$ cat config.mk
export PLATFORM = sky130hd
export DESIGN_NAME = band_analyzer_readout_peak_hold_flat
export DESIGN_NICKNAME = d
export VERILOG_FILES = /design/src/rtl/barph_pkg.sv /design/src/rtl/barph_ifs.sv /design/src/rtl/band_analyzer_readout_peak_hold.sv /design/src/flat_wrapper.sv
export SDC_FILE = /design/constraint.sdc
export NUM_CORES = 1
export LEC_CHECK = 0
export BUFFER_PORTS_ARGS = -buffer_cell sky130_fd_sc_hd__buf_2
export CELL_PAD_IN_SITES_DETAIL_PLACEMENT = 0
export CELL_PAD_IN_SITES_GLOBAL_PLACEMENT = 1
export CORE_UTILIZATION = 52
export CTS_BUF_LIST = sky130_fd_sc_hd__clkbuf_8
export CTS_CLUSTER_SIZE = 16
export DETAILED_ROUTE_END_ITERATION = 10
export MAX_ROUTING_LAYER = met4
export PLACE_DENSITY = 0.74
export SLEW_MARGIN = 20
export SYNTH_ARGS = -nofsm -noshare
export SYNTH_HDL_FRONTEND = slang
export SYNTH_SLANG_ARGS = --single-unit
$ cat constraint.sdc
create_clock -name clock -period 3.9 [get_ports clock]
set_input_delay 0.195 -clock clock [delete_from_list [all_inputs] [get_ports clock]]
set_output_delay 0.195 -clock clock [all_outputs]
set_load 0.02 [all_outputs]
$ cat src/rtl/barph_pkg.sv
// Package for the band analyser readout with peak hold.
// Holds field widths, register codes, defaults and the microcode table.
// Depends on nothing; every other file of the block imports it.
package barph_pkg;

   localparam int unsigned BANDS_DEF  = 7;
   localparam int unsigned WINDOW_DEF = 8;

   localparam int unsigned SAMPLE_W   = 16;
   localparam int unsigned CNT_W      = 16;
   localparam int unsigned BAND_OUT_W = 3;
   localparam int unsigned CSR_IDX_W  = 1;
   localparam int unsigned CSR_DATA_W = 16;

   localparam logic [CSR_IDX_W-1:0] CSR_GAP    = 1'd0;
   localparam logic [CSR_IDX_W-1:0] CSR_SETTLE = 1'd1;

   localparam logic [CNT_W-1:0] GAP_RESET    = 16'd4320;
   localparam logic [CNT_W-1:0] SETTLE_RESET = 16'd1920;

   // Microcode step addresses.
   localparam int unsigned UPC_W = 3;
   localparam logic [UPC_W-1:0] U_FETCH = 3'd0;
   localparam logic [UPC_W-1:0] U_CTRL  = 3'd1;
   localparam logic [UPC_W-1:0] U_WRITE = 3'd2;
   localparam logic [UPC_W-1:0] U_SCAN  = 3'd3;
   localparam logic [UPC_W-1:0] U_LAST  = 3'd4;
   localparam logic [UPC_W-1:0] U_EMIT  = 3'd5;

   // Sequencing conditions.
   localparam logic [1:0] JC_NEXT     = 2'd0;
   localparam logic [1:0] JC_GOTO     = 2'd1;
   localparam logic [1:0] JC_DISPATCH = 2'd2;
   localparam logic [1:0] JC_LOOP     = 2'd3;

   typedef struct packed {
      logic             ready;   // take a word from the request channel
      logic             wr;      // write the sample into its ring
      logic             clr;     // clear the running maximum and scan index
      logic             rd;      // read one ring entry, advance the index
      logic             cmp;     // fold the last read entry into the maximum
      logic             emit;    // update the readout state, load the result
      logic [1:0]       cond;
      logic [UPC_W-1:0] target;
   } ucode_type;

   function automatic ucode_type ucode_rom(input logic [UPC_W-1:0] upc);
      ucode_type cw;
      cw = '0;
      case (upc)
         U_FETCH: begin
            cw.ready = 1'b1;
            cw.cond  = JC_DISPATCH;
         end
         U_CTRL: begin
            cw.emit   = 1'b1;
            cw.cond   = JC_GOTO;
            cw.target = U_FETCH;
         end
         U_WRITE: begin
            cw.wr   = 1'b1;
            cw.clr  = 1'b1;
            cw.cond = JC_NEXT;
         end
         U_SCAN: begin
            cw.rd     = 1'b1;
            cw.cmp    = 1'b1;
            cw.cond   = JC_LOOP;
            cw.target = U_SCAN;
         end
         U_LAST: begin
            cw.cmp  = 1'b1;
            cw.cond = JC_NEXT;
         end
         U_EMIT: begin
            cw.emit   = 1'b1;
            cw.cond   = JC_GOTO;
            cw.target = U_FETCH;
         end
         default: begin
            cw.cond   = JC_GOTO;
            cw.target = U_FETCH;
         end
      endcase
      return cw;
   endfunction

endpackage

$ cat src/rtl/barph_ifs.sv
// Valid/ready channel interfaces of the band analyser readout.
// The request channel carries one input word, the response channel one result word.
// Depends on barph_pkg for the field widths.
interface barph_req_if;
   import barph_pkg::*;

   logic                valid;
   logic                ready;
   logic                action;
   logic [SAMPLE_W-1:0] adc_sample;

   modport source (output valid, action, adc_sample, input ready);
   modport sink   (input valid, action, adc_sample, output ready);
endinterface

interface barph_rsp_if;
   import barph_pkg::*;

   logic                  valid;
   logic                  ready;
   logic                  reset_pulse;
   logic                  strobe_level;
   logic                  adc_start;
   logic                  peak_valid;
   logic [BAND_OUT_W-1:0] band;
   logic [SAMPLE_W-1:0]   peak;

   modport source (output valid, reset_pulse, strobe_level, adc_start, peak_valid, band, peak,
                   input ready);
   modport sink   (input valid, reset_pulse, strobe_level, adc_start, peak_valid, band, peak,
                   output ready);
endinterface

$ cat src/rtl/band_analyzer_readout_peak_hold.sv
// Readout controller with peak hold: a tick word is accepted, then the result is loaded
// into the output register; a sample word in the await phase first runs the scan of the
// band's ring through the single read port of the sample memory, one entry a cycle.
// A new word is accepted only after the previous one has loaded its result.
// Synchronous active-high reset clears the sequencer, the readout state, the ring
// pointers and fill flags; no clearing pass, as entries not yet written are masked.
module band_analyzer_readout_peak_hold #(
   parameter int unsigned BANDS  = barph_pkg::BANDS_DEF,
   parameter int unsigned WINDOW = barph_pkg::WINDOW_DEF
) (
   input  logic                            clock,
   input  logic                            reset,
   barph_req_if.sink                       req_ch,
   barph_rsp_if.source                     rsp_ch,
   input  logic                            csr_we,
   input  logic [barph_pkg::CSR_IDX_W-1:0] csr_index,
   input  logic [barph_pkg::CSR_DATA_W-1:0] csr_data
);
   import barph_pkg::*;

   localparam int unsigned BAND_W = (BANDS > 1) ? $clog2(BANDS) : 1;
   localparam int unsigned PTR_W  = $clog2(WINDOW);
   localparam int unsigned DEPTH  = BANDS * WINDOW;
   localparam int unsigned ADDR_W = $clog2(DEPTH);
   localparam logic [PTR_W-1:0]  PTR_LAST = PTR_W'(WINDOW - 1);
   localparam logic [ADDR_W-1:0] ROW_LEN  = ADDR_W'(WINDOW);
   localparam logic [BAND_W:0]   BAND_CNT = (BAND_W + 1)'(BANDS);

   // Readout phases, one per step of the analyser's strobe cycle.
   localparam logic [2:0] PH_START        = 3'd0;
   localparam logic [2:0] PH_RESET_GAP    = 3'd1;
   localparam logic [2:0] PH_SETTLE       = 3'd2;
   localparam logic [2:0] PH_AWAIT_SAMPLE = 3'd3;
   localparam logic [2:0] PH_BAND_GAP     = 3'd4;

   // Sequencer.
   logic [UPC_W-1:0] upc_ff, upc_in;
   ucode_type        cw;
   logic             accept;
   logic             emit_go;

   // Latched request word.
   logic                action_ff;
   logic [SAMPLE_W-1:0] sample_ff;

   // Configuration registers.
   logic [CNT_W-1:0] gap_ff;
   logic [CNT_W-1:0] settle_ff;

   // Readout state.
   logic [2:0]        phase_ff, phase_in;
   logic [BAND_W-1:0] band_ff, band_in;
   logic [CNT_W-1:0]  wait_ff, wait_in;
   logic [CNT_W-1:0]  wait_dec;
   logic              strobe_ff, strobe_in;
   logic [BAND_W-1:0] band_sel;
   logic              last_band;

   // Rings: write pointer and a flag that is set once the ring has wrapped.
   logic [PTR_W-1:0]    ring_ptr_ff [BANDS];
   logic                ring_full_ff [BANDS];
   logic [SAMPLE_W-1:0] sample_mem_ff [DEPTH];
   logic [ADDR_W-1:0]   row_base;
   logic [ADDR_W-1:0]   wr_addr;
   logic [ADDR_W-1:0]   rd_addr;

   // Scan datapath.
   logic [PTR_W-1:0]    idx_ff;
   logic [SAMPLE_W-1:0] rd_data_ff;
   logic                rd_ok_ff;
   logic                rd_live_ff;
   logic [SAMPLE_W-1:0] max_ff;

   // Result word under construction and the output register.
   logic                  o_reset_pulse;
   logic                  o_adc_start;
   logic                  o_peak_valid;
   logic [BAND_OUT_W-1:0] o_band;
   logic [SAMPLE_W-1:0]   o_peak;
   logic                  out_full_ff;
   logic                  out_reset_pulse_ff;
   logic                  out_strobe_ff;
   logic                  out_adc_start_ff;
   logic                  out_peak_valid_ff;
   logic [BAND_OUT_W-1:0] out_band_ff;
   logic [SAMPLE_W-1:0]   out_peak_ff;

   assign cw      = ucode_rom(upc_ff);
   assign accept  = cw.ready && req_ch.valid;
   assign emit_go = cw.emit && !(out_full_ff && !rsp_ch.ready);

   assign req_ch.ready = cw.ready;

   // A band number outside the configured range is read as band zero.
   assign band_sel  = ({1'b0, band_ff} < BAND_CNT) ? band_ff : '0;
   assign last_band = ((BAND_W + 1)'(band_sel) + 1'b1) >= BAND_CNT;
   assign wait_dec  = wait_ff - 1'b1;

   assign row_base = ADDR_W'(band_sel) * ROW_LEN;
   assign wr_addr  = row_base + ADDR_W'(ring_ptr_ff[band_sel]);
   assign rd_addr  = row_base + ADDR_W'(idx_ff);

   // Next micro-step. A sample in the await phase runs the ring program, every other
   // word goes straight to the control step. An emit step holds while the output
   // register is still occupied.
   always_comb begin
      upc_in = upc_ff;
      case (cw.cond)
         JC_NEXT: upc_in = upc_ff + 1'b1;
         JC_GOTO: upc_in = cw.target;
         JC_DISPATCH: begin
            if (accept) begin
               upc_in = (phase_ff == PH_AWAIT_SAMPLE && req_ch.action) ? U_WRITE : U_CTRL;
            end
         end
         JC_LOOP: upc_in = (idx_ff != PTR_LAST) ? cw.target : upc_ff + 1'b1;
         default: upc_in = U_FETCH;
      endcase
      if (cw.emit && !emit_go) begin
         upc_in = upc_ff;
      end
   end

   // Readout state update for one word, applied on the emit step. A wait loaded with
   // N ends on its (N+1)-th tick; ticks while a sample is awaited change nothing.
   always_comb begin
      phase_in      = phase_ff;
      band_in       = band_ff;
      wait_in       = wait_ff;
      strobe_in     = strobe_ff;
      o_reset_pulse = 1'b0;
      o_adc_start   = 1'b0;
      o_peak_valid  = 1'b0;
      o_peak        = '0;
      case (phase_ff)
         PH_START: begin
            o_reset_pulse = 1'b1;
            band_in       = '0;
            wait_in       = gap_ff;
            phase_in      = PH_RESET_GAP;
         end
         PH_RESET_GAP: begin
            if (!action_ff) begin
               if (wait_ff == '0) begin
                  strobe_in = 1'b0;
                  wait_in   = settle_ff;
                  phase_in  = PH_SETTLE;
               end else begin
                  wait_in = wait_dec;
               end
            end
         end
         PH_SETTLE: begin
            if (!action_ff) begin
               if (wait_ff == '0) begin
                  o_adc_start = 1'b1;
                  phase_in    = PH_AWAIT_SAMPLE;
               end else begin
                  wait_in = wait_dec;
               end
            end
         end
         PH_AWAIT_SAMPLE: begin
            if (action_ff) begin
               o_peak_valid = 1'b1;
               o_peak       = max_ff;
               strobe_in    = 1'b1;
               wait_in      = gap_ff;
               if (last_band) begin
                  // The last band closes the cycle: the next reset pulse goes out now.
                  o_reset_pulse = 1'b1;
                  band_in       = '0;
                  phase_in      = PH_RESET_GAP;
               end else begin
                  phase_in = PH_BAND_GAP;
               end
            end
         end
         PH_BAND_GAP: begin
            if (!action_ff) begin
               if (wait_ff == '0) begin
                  band_in   = band_sel + 1'b1;
                  strobe_in = 1'b0;
                  wait_in   = settle_ff;
                  phase_in  = PH_SETTLE;
               end else begin
                  wait_in = wait_dec;
               end
            end
         end
         default: phase_in = PH_START;
      endcase
      o_band = o_peak_valid ? BAND_OUT_W'(band_sel) : BAND_OUT_W'(band_in);
   end

   // Control state.
   always_ff @(posedge clock) begin
      if (reset) begin
         upc_ff       <= U_FETCH;
         gap_ff       <= GAP_RESET;
         settle_ff    <= SETTLE_RESET;
         phase_ff     <= PH_START;
         band_ff      <= '0;
         wait_ff      <= '0;
         strobe_ff    <= 1'b1;
         ring_ptr_ff  <= '{default: '0};
         ring_full_ff <= '{default: 1'b0};
         rd_live_ff   <= 1'b0;
         out_full_ff  <= 1'b0;
      end else begin
         upc_ff     <= upc_in;
         rd_live_ff <= cw.rd;
         if (csr_we) begin
            case (csr_index)
               CSR_GAP:    gap_ff    <= csr_data;
               CSR_SETTLE: settle_ff <= csr_data;
               default: ;
            endcase
         end
         if (cw.wr) begin
            if (ring_ptr_ff[band_sel] == PTR_LAST) begin
               ring_ptr_ff[band_sel]  <= '0;
               ring_full_ff[band_sel] <= 1'b1;
            end else begin
               ring_ptr_ff[band_sel] <= ring_ptr_ff[band_sel] + 1'b1;
            end
         end
         if (emit_go) begin
            phase_ff    <= phase_in;
            band_ff     <= band_in;
            wait_ff     <= wait_in;
            strobe_ff   <= strobe_in;
            out_full_ff <= 1'b1;
         end else if (rsp_ch.ready) begin
            out_full_ff <= 1'b0;
         end
      end
   end

   // Payload registers.
   always_ff @(posedge clock) begin
      if (accept) begin
         action_ff <= req_ch.action;
         sample_ff <= req_ch.adc_sample;
      end
      if (cw.clr) begin
         idx_ff <= '0;
         max_ff <= '0;
      end else begin
         if (cw.rd) begin
            idx_ff <= idx_ff + 1'b1;
         end
         // Entries not written since reset are masked, so they cannot raise the maximum.
         if (cw.cmp && rd_live_ff && rd_ok_ff && (rd_data_ff > max_ff)) begin
            max_ff <= rd_data_ff;
         end
      end
      if (cw.rd) begin
         rd_ok_ff <= ring_full_ff[band_sel] || (idx_ff < ring_ptr_ff[band_sel]);
      end
      if (emit_go) begin
         out_reset_pulse_ff <= o_reset_pulse;
         out_strobe_ff      <= strobe_in;
         out_adc_start_ff   <= o_adc_start;
         out_peak_valid_ff  <= o_peak_valid;
         out_band_ff        <= o_band;
         out_peak_ff        <= o_peak;
      end
   end

   // Sample store: one write port, one registered read port.
   always_ff @(posedge clock) begin
      if (cw.wr) begin
         sample_mem_ff[wr_addr] <= sample_ff;
      end
      if (cw.rd) begin
         rd_data_ff <= sample_mem_ff[rd_addr];
      end
   end

   assign rsp_ch.valid        = out_full_ff;
   assign rsp_ch.reset_pulse  = out_reset_pulse_ff;
   assign rsp_ch.strobe_level = out_strobe_ff;
   assign rsp_ch.adc_start    = out_adc_start_ff;
   assign rsp_ch.peak_valid   = out_peak_valid_ff;
   assign rsp_ch.band         = out_band_ff;
   assign rsp_ch.peak         = out_peak_ff;

endmodule

$ cat src/flat_wrapper.sv
// flat-port wrapper written by rule: the top's interface ports become plain ports
module band_analyzer_readout_peak_hold_flat import barph_pkg::*;
#(
   parameter int unsigned BANDS  = barph_pkg::BANDS_DEF,
   parameter int unsigned WINDOW = barph_pkg::WINDOW_DEF
)
  (clock, reset, csr_we, csr_index, csr_data, req_ch_valid, req_ch_action, req_ch_adc_sample, req_ch_ready, rsp_ch_valid, rsp_ch_reset_pulse, rsp_ch_strobe_level, rsp_ch_adc_start, rsp_ch_peak_valid, rsp_ch_band, rsp_ch_peak, rsp_ch_ready);
  barph_req_if req_ch_i ();
  barph_rsp_if rsp_ch_i ();
  input  logic clock;
  input  logic reset;
  input  logic csr_we;
  input  logic [barph_pkg::CSR_IDX_W-1:0] csr_index;
  input  logic [barph_pkg::CSR_DATA_W-1:0] csr_data;
  input wire logic [$bits(req_ch_i.valid)-1:0] req_ch_valid;
  input wire logic [$bits(req_ch_i.action)-1:0] req_ch_action;
  input wire logic [$bits(req_ch_i.adc_sample)-1:0] req_ch_adc_sample;
  output wire logic [$bits(req_ch_i.ready)-1:0] req_ch_ready;
  output wire logic [$bits(rsp_ch_i.valid)-1:0] rsp_ch_valid;
  output wire logic [$bits(rsp_ch_i.reset_pulse)-1:0] rsp_ch_reset_pulse;
  output wire logic [$bits(rsp_ch_i.strobe_level)-1:0] rsp_ch_strobe_level;
  output wire logic [$bits(rsp_ch_i.adc_start)-1:0] rsp_ch_adc_start;
  output wire logic [$bits(rsp_ch_i.peak_valid)-1:0] rsp_ch_peak_valid;
  output wire logic [$bits(rsp_ch_i.band)-1:0] rsp_ch_band;
  output wire logic [$bits(rsp_ch_i.peak)-1:0] rsp_ch_peak;
  input wire logic [$bits(rsp_ch_i.ready)-1:0] rsp_ch_ready;
  assign req_ch_i.valid = req_ch_valid;
  assign req_ch_i.action = req_ch_action;
  assign req_ch_i.adc_sample = req_ch_adc_sample;
  assign req_ch_ready = req_ch_i.ready;
  assign rsp_ch_valid = rsp_ch_i.valid;
  assign rsp_ch_reset_pulse = rsp_ch_i.reset_pulse;
  assign rsp_ch_strobe_level = rsp_ch_i.strobe_level;
  assign rsp_ch_adc_start = rsp_ch_i.adc_start;
  assign rsp_ch_peak_valid = rsp_ch_i.peak_valid;
  assign rsp_ch_band = rsp_ch_i.band;
  assign rsp_ch_peak = rsp_ch_i.peak;
  assign rsp_ch_i.ready = rsp_ch_ready;
  band_analyzer_readout_peak_hold #(.BANDS(BANDS), .WINDOW(WINDOW)) u_core (.clock(clock), .reset(reset), .req_ch(req_ch_i), .rsp_ch(rsp_ch_i), .csr_we(csr_we), .csr_index(csr_index), .csr_data(csr_data));
endmodule
==> flow_metrics.py, run 1 <==
metrics = {
    "timing": {
        "period_minus_slack_ns": 3.238,
        "finalHoldViolCount": 0,
        "tightestPinTransition_ns": 0.8998,
        "finalSetupTns_ns": 0,
        "timing.fmax_mhz": 308.9,
        "rsz0062_at_grt": "no",
        "final-setup-viol-count": 0,
        "fin_skew_ns": 0.04122,
        "slew_violations": 0,
        "max_slew_margin": 0.3952,
        "postLayoutSetupSlackWorst_ns": 0.6625,
        "finalCritPeriodShare": 0.8301,
    },
    "logic_synthesis": {
        "synth_seq_cells": 1060,
        "yosysWarningCount": 0,
        "syn_inst": 2265,
        "yosys.area.top_type": "edfxtp_1",
        "avgSynthCellArea_um2": 18.53,
        "synth_common_cells": "edfxtp_1 (953), mux4_2 (227), mux2i_1 (147)",
        "yosysMostFrequentCell": "edfxtp_1",
        "syn_nets": 2334,
        "yosysUniqueCellTypes": 68,
        "synth.top_cell.area_share": 0.6819,
        "synth.top_cells.by_area": "edfxtp_1 (68%), mux4_2 (12%), dfxtp_1 (5.1%)",
        "synth-edff-count": 953,
        "ys_seq_area_frac": 0.7329,
        "ys_async_sr_fraction": 0,
        "synth_ff_type": "edfxtp_1",
        "netlist_area_mm2": 0.04197,
    },
    "detailed_routing": {
        "vias_per_cell": 6.008,
        "firstDrtPassIters": 6,
        "postRouteAntennaNets": 0,
        "wire_per_inst_um": 26.13,
        "vias": 22405,
        "wl_um": 97450,
        "drt_iter0_markers": 2078,
        "remaining_drc_errors": 0,
    },
    "global_routing": {
        "overflow": 0,
        "grt_pass1_wl_um": 143900,
        "grt_pass1_vias": 22482,
        "grt_max_degree": 77,
        "groute.usage.overall": 0.2488,
        "antenna_found_initial": 2,
    },
    "clocking": {
        "cts-root-buf": "clkbuf_8",
        "cts_sinks": 1060,
        "path_clk_slew_ns": 0.06,
        "cts_buffers": 171,
        "cts_tree": "yes",
        "clk_latency_ns": 0.83,
        "cts_max_level": 4,
        "cts_setup_buffers": 0,
        "clockBufferDepth": 3,
        "cts_resized": 0,
    },
    "worst_setup_path": {
        "start_kind": "flop",
        "worst-setup-path-type": "reg -> reg",
        "worst_r2r_path_depth": 8,
        "r2r_setup_slack_ns": 0.66,
        "reg2reg_from": "u_core.band_ff[1]$_SDFFE_PP0P_",
        "endpoint_kind": "flop",
        "arrival_ns": 3.98,
        "crit_required_ns": 4.64,
        "timing.rr.end": "u_core.ring_ptr_ff[9]$_SDFFE_PP0P_",
        "critical_path.max_fanout": 15,
    },
    "placement": {
        "gp_congestion": 0.8681,
        "dpl_worst_slack_ns": 0.6795,
        "io_buffers": 63,
        "dpl.hpwl_um": 59170,
        "placed_cells": 3388,
    },
    "min_path": {
        "hold_class": "in -> reg",
        "worstHoldStart": "req_ch_adc_sample[1]",
        "hold_path_end": "u_core.sample_ff[1]$_DFFE_PP_",
        "holdPathStages": 2,
    },
    "flow_run": {
        "max_cap_violations": 0,
    },
    "cells_and_area": {
        "finalNetCount": 2620,
        "area_growth_pct": 14.25,
        "stdcell_count": 3729,
        "drive_above_1_share": 0.2528,
    },
    "power": {
        "power_leakage_nw": 15.37,
        "peakVddDrop_v": 0.0004621,
        "power.density_mw_per_mm2": 593.6,
    },
    "floorplan": {
        "fp.dieW_um": 286.1,
        "top_level_ports": 64,
        "dieArea_mm2": 0.08185,
        "start_util": 0.5287,
        "rows": 103,
        "core-area_mm2": 0.07939,
        "die_y_um": 286.1,
    },
    "outcome": {
        "outcome": "finished clean",
    },
}
## cell type report
type                            instances  area, um2
Antenna cell                            1      2.502
Clock buffer                          178       2450
Clock inverter                        122      698.2
Fill cell                            5806      31440
Inverter                               49      183.9
Multi-Input combinational cell       1028      10580
Sequential cell                      1060      30770
Tap cell                             1050       1314
Timing Repair Buffer                  241       1952
## cell usage in the layout (no fill, tap or decap), types with 8 or more instances in the layout
| cell | synthesis | layout |
|---|---|---|
| edfxtp_1 | 953 | 953 |
| mux4_2 | 227 | 227 |
| clkbuf_8 | 0 | 178 |
| mux2i_1 | 147 | 147 |
| nand2_1 | 141 | 141 |
| buf_4 | 0 | 122 |
| dfxtp_1 | 107 | 104 |
| inv_1 | 48 | 99 |
| nor2_1 | 98 | 98 |
| buf_2 | 32 | 63 |
| a21oi_1 | 63 | 62 |
| clkinv_1 | 1 | 40 |
| dlygate4sd3_1 | 0 | 40 |
| o22ai_1 | 33 | 33 |
| ha_1 | 30 | 30 |
| nand3_1 | 22 | 22 |
| a22oi_1 | 17 | 17 |
| nand3b_1 | 16 | 16 |
| o21ai_0 | 18 | 16 |
| nor3_1 | 28 | 16 |
| a311o_1 | 16 | 16 |
| buf_12 | 0 | 16 |
| o32ai_1 | 15 | 15 |
| clkinv_2 | 0 | 15 |
| nand2b_1 | 12 | 12 |
| nor3_2 | 0 | 12 |
| nor2b_1 | 12 | 11 |
| nand4_1 | 8 | 8 |
| and2_1 | 8 | 8 |
| a222oi_1 | 8 | 8 |
## power by group
group / switching (mW) / leakage (nW) / internal, mW / total, mW
logic: 3.73 / 4.11 / 2.34 / 6.07
clock network: 4.28 / 1.80 / 4.63 / 8.90
registers: 0.237 / 9.46 / 13.3 / 13.5
## routing by layer
metal / track usage / share of wire
met5: - / 0
met3: 0.04841 / 0.075
met2: 0.3781 / 0.48
met1: 0.3460 / 0.42
met4: 0.07005 / 0.020
## worst max-delay path, stage by stage (launching register included)
cell and delay [ns]:
dfxtp_1 0.66, mux2_2 0.39, a221o_1 0.32, o21ai_0 0.31
nand2_1 0.10, ha_1 0.20, ha_1 0.30, or4_1 0.67
o21ai_0 0.22
## sequential cells by signal, summed over array words and instances, names as in the netlist, 3 cells and up
signal,flops
u_core.sample_ff,16
u_core.settle_ff,16
u_core.rsp_ch.band,3
u_core.band_ff,3
u_core.gap_ff,16
u_core.upc_ff,3
u_core.rd_data_ff,16
u_core.ring_ptr_ff,21
u_core.ring_full_ff,7
u_core.rsp_ch.peak,16
u_core.phase_ff,3
u_core.idx_ff,3
u_core.sample_mem_ff,896
u_core.max_ff,16
u_core.wait_ff,16
## cell families after synthesis
| logic type | share of synthesized area |
|---|---|
| flip-flops | 0.7329 |
| multiplexers | 0.1585 |
| XOR/XNOR | 0.0008349 |
| adder cells (fa/ha/maj) | 0.009182 |
| buffers and inverters | 0.01678 |
| AND/OR/NAND/NOR | 0.04350 |
| AO/OA/AOI/OAI | 0.03831 |
## worst max path at each step
stage | from | slack (ns) | to | cells after the start
finish | u_core.band_ff[1]$_SDFFE_PP0P_ | 0.66 | u_core.ring_ptr_ff[9]$_SDFFE_PP0P_ | 8
global route | u_core.band_ff[1]$_SDFFE_PP0P_ | 0.50 | u_core.ring_ptr_ff[18]$_SDFFE_PP0P_ | 8
CTS | u_core.band_ff[1]$_SDFFE_PP0P_ | 0.68 | u_core.ring_ptr_ff[9]$_SDFFE_PP0P_ | 8
detailed placement | u_core.band_ff[1]$_SDFFE_PP0P_ | 0.68 | u_core.ring_ptr_ff[9]$_SDFFE_PP0P_ | 8
global placement | u_core.band_ff[1]$_SDFFE_PP0P_ | 0.78 | u_core.ring_ptr_ff[3]$_SDFFE_PP0P_ | 8
floorplan | u_core.band_ff[1]$_SDFFE_PP0P_ | 0.50 | u_core.sample_mem_ff[10][0]$_DFFE_PP_ | 7
## what timing repair did
action	4_1_cts	5_1_grt
hold buffers	39	1
setup endpoints to repair	0	0
endpoints found under the hold margin	76	14
## per-stage QoR
stage,area [um2],hold WS [ns],power [mW],utilization
after floorplan,41970,0.2939,17.56,-
after global placement,44390,0.3716,19.66,0.5592
after detailed placement,44390,0.3731,19.78,0.5592
after CTS,47930,0.001169,28.68,0.6037
after global routing,47950,0.04332,29.58,0.6040
final,47950,0.07619,28.46,0.6040
No activity file was read; power rests on OpenSTA's default activity.
==> inputs of run 2 (changes only) <==
- ABC_AREA: default -> 1
- PLACE_DENSITY: 0.74 -> 0.79
- clock period: 3.9 -> 3.08 ns (I/O delays scaled with it)
==> run 2 against run 1 <==
Effect of this change:
- non-clock buffer count is 14 higher
- combinational power grew to 2.7 times the previous value
- register-to-register slack lost 0.36 ns
- critical endpoint is now u_core.sample_mem_ff[13][1]$_DFFE_PP_
- fmax is 17% higher
- routed wire length up 25%
- clock skew barely moved
- clock power rose by 30%
- global-route usage increased by 4.5 points
==> flow_metrics.py, run 2 <==
metrics = {
    "timing": {
        "final-setup-viol-count": 0,
        "fin_skew_ns": 0.04158,
        "postLayoutSetupSlackWorst_ns": 0.3037,
        "max_slew_margin": 0.3131,
        "slew_violations": 0,
        "finalCritPeriodShare": 0.9014,
        "period_minus_slack_ns": 2.776,
        "rsz0062_at_grt": "no",
        "finalSetupTns_ns": 0,
        "tightestPinTransition_ns": 1.030,
        "finalHoldViolCount": 0,
        "timing.fmax_mhz": 360.2,
    },
    "logic_synthesis": {
        "synth_seq_cells": 1060,
        "synth_ff_type": "edfxtp_1",
        "ys_seq_area_frac": 0.7009,
        "ys_async_sr_fraction": 0,
        "synth.top_cell.area_share": 0.6521,
        "netlist_area_mm2": 0.04389,
        "yosysMostFrequentCell": "edfxtp_1",
        "synth-edff-count": 953,
        "synth_common_cells": "edfxtp_1 (953), nand2_1 (723), nor2_1 (572)",
        "yosysWarningCount": 0,
        "yosys.area.top_type": "edfxtp_1",
        "synth.top_cells.by_area": "edfxtp_1 (65%), nand2_1 (6.2%), nand3_1 (5.7%)",
        "syn_inst": 3913,
        "syn_nets": 3982,
        "yosysUniqueCellTypes": 43,
        "avgSynthCellArea_um2": 11.22,
    },
    "power": {
        "peakVddDrop_v": 0.0008083,
        "power.density_mw_per_mm2": 913.2,
        "power_mw": 45.32,
        "power_leakage_nw": 18.13,
    },
    "clocking": {
        "cts_max_level": 4,
        "cts_sinks": 1060,
        "clockBufferDepth": 3,
        "cts-root-buf": "clkbuf_8",
        "cts_buffers": 170,
        "cts_tree": "yes",
        "clk_latency_ns": 0.86,
        "path_clk_slew_ns": 0.06,
        "cts_resized": 0,
    },
    "cells_and_area": {
        "largest_reg_flops": 896,
        "regMostFlops": "u_core.sample_mem_ff",
        "finalNetCount": 4190,
        "final_cell_mix": "edfxtp_1 (953), nand2_1 (723), nor2_1 (571)",
        "area_growth_pct": 13.07,
        "final_common_cell": "edfxtp_1",
        "reg.largest.list": "u_core.sample_mem_ff x896, u_core.ring_ptr_ff x21",
        "drive_above_1_share": 0.1093,
    },
    "detailed_routing": {
        "firstDrtPassIters": 8,
        "postRouteAntennaNets": 0,
        "drt_iter0_markers": 3447,
        "vias": 30079,
        "remaining_drc_errors": 0,
        "wire_per_inst_um": 22.84,
        "wl_um": 122000,
        "vias_per_cell": 5.629,
    },
    "floorplan": {
        "die_y_um": 292.5,
        "rows": 106,
        "start_util": 0.5253,
        "core-area_mm2": 0.08356,
        "dieArea_mm2": 0.08557,
        "fp.dieW_um": 292.5,
        "top_level_ports": 64,
    },
    "global_routing": {
        "groute.usage.overall": 0.2940,
        "antenna_found_initial": 3,
        "overflow": 0,
        "grt_pass1_vias": 28876,
        "grt_max_degree": 105,
        "grt_pass1_wl_um": 179300,
    },
    "worst_setup_path": {
        "arrival_ns": 3.29,
        "cp-startpoint": "u_core.band_ff[1]$_SDFFE_PP0P_",
        "worstSetupEndpoint": "u_core.sample_mem_ff[13][1]$_DFFE_PP_",
        "start_kind": "flop",
        "critical_path.max_fanout": 26,
        "r2r_setup_slack_ns": 0.30,
        "timing.rr.end": "u_core.sample_mem_ff[13][1]$_DFFE_PP_",
        "reg2reg_from": "u_core.band_ff[1]$_SDFFE_PP0P_",
        "worst_r2r_path_depth": 10,
        "worst-setup-path-type": "reg -> reg",
        "crit_required_ns": 3.59,
        "endpoint_kind": "flop",
    },
    "outcome": {
        "outcome": "finished clean",
    },
    "flow_run": {
        "max_cap_violations": 0,
    },
    "placement": {
        "dpl.hpwl_um": 71370,
        "gp_congestion": 0.9216,
        "io_buffers": 63,
        "dpl_worst_slack_ns": 0.3441,
    },
    "min_path": {
        "hold_class": "in -> reg",
    },
}
run 2: worst min path at each step:
| stage | endpoint | cells after the start | from |
|---|---|---|---|
| 5_1_grt | u_core.sample_ff[2]$_DFFE_PP_ | 2 | req_ch_adc_sample[2] |
| 3_5_place_dp | u_core.sample_ff[14]$_DFFE_PP_ | 1 | req_ch_adc_sample[14] |
| 6_report | u_core.sample_ff[2]$_DFFE_PP_ | 2 | req_ch_adc_sample[2] |
| 3_3_place_gp | u_core.sample_ff[2]$_DFFE_PP_ | 1 | req_ch_adc_sample[2] |
| 4_1_cts | u_core.sample_ff[7]$_DFFE_PP_ | 2 | req_ch_adc_sample[7] |
| 2_1_floorplan | u_core.action_ff$_DFFE_PP_ | 0 | req_ch_action |
run 2: logic make-up after synthesis:
| logic type | Yosys count | synth area share |
|---|---|---|
| XOR/XNOR | 4 | 0.0007984 |
| AO/OA/AOI/OAI | 583 | 0.07381 |
| AND/OR/NAND/NOR | 1834 | 0.1772 |
| adder cells (fa/ha/maj) | 30 | 0.008553 |
| flip-flops | 1060 | 0.7009 |
| buffers and inverters | 402 | 0.03874 |
run 2: stage by stage:
step	std cells	instance area [um2]	hold slack [ns]	util
6_report	5344	49630	0.03989	0.5939
5_1_grt	5344	49630	0.01918	0.5939
4_1_cts	5336	49610	0.006045	0.5937
3_5_place_dp	4973	45820	0.3321	0.5484
3_3_place_gp	4973	45820	0.3315	0.5484
2_1_floorplan	3913	43890	0.2529	-
run 2: repair_timing:
item / 4_1_cts / 5_1_grt
buffers inserted: 0 / 0
hold buffers: 56 / 0
hold endpoints to repair: 93 / 0
run 2: power breakdown:
| group | switching (mW) | internal [mW] |
|---|---|---|
| clock network | 5.62 | 5.94 |
| registers | 0.378 | 17.0 |
| logic | 12.3 | 4.14 |
run 2: metal layers:
layer	vias to the layer above	global-route usage	share of wire
met2	1336	0.4522	0.47
met4	0	0.1131	0.034
met3	249	0.05585	0.080
met5	-	-	0
met1	14325	0.3891	0.42
li1	14169	-	-
run 2: worst max-delay path, cell delays in order, from the launching register on:
cell and delay (ns):
dfxtp_1 0.37, inv_2 0.18, nor2_8 0.07, nor2_8 0.36, o21ai_1 0.14, o21ai_2 0.21, nand2_4 0.15, inv_4 0.14
nand3_4 0.33, nor2_1 0.22, buf_4 0.26
run 2: layout make-up:
cell class / count / area (um2)
Clock inverter: 135 / 859.6
Inverter: 183 / 704.4
Tap cell: 1080 / 1351
Fill cell: 6864 / 33930
Antenna cell: 8 / 20.02
Multi-Input combinational cell: 2451 / 11430
Clock buffer: 172 / 2367
Sequential cell: 1060 / 30770
Timing Repair Buffer: 255 / 2122
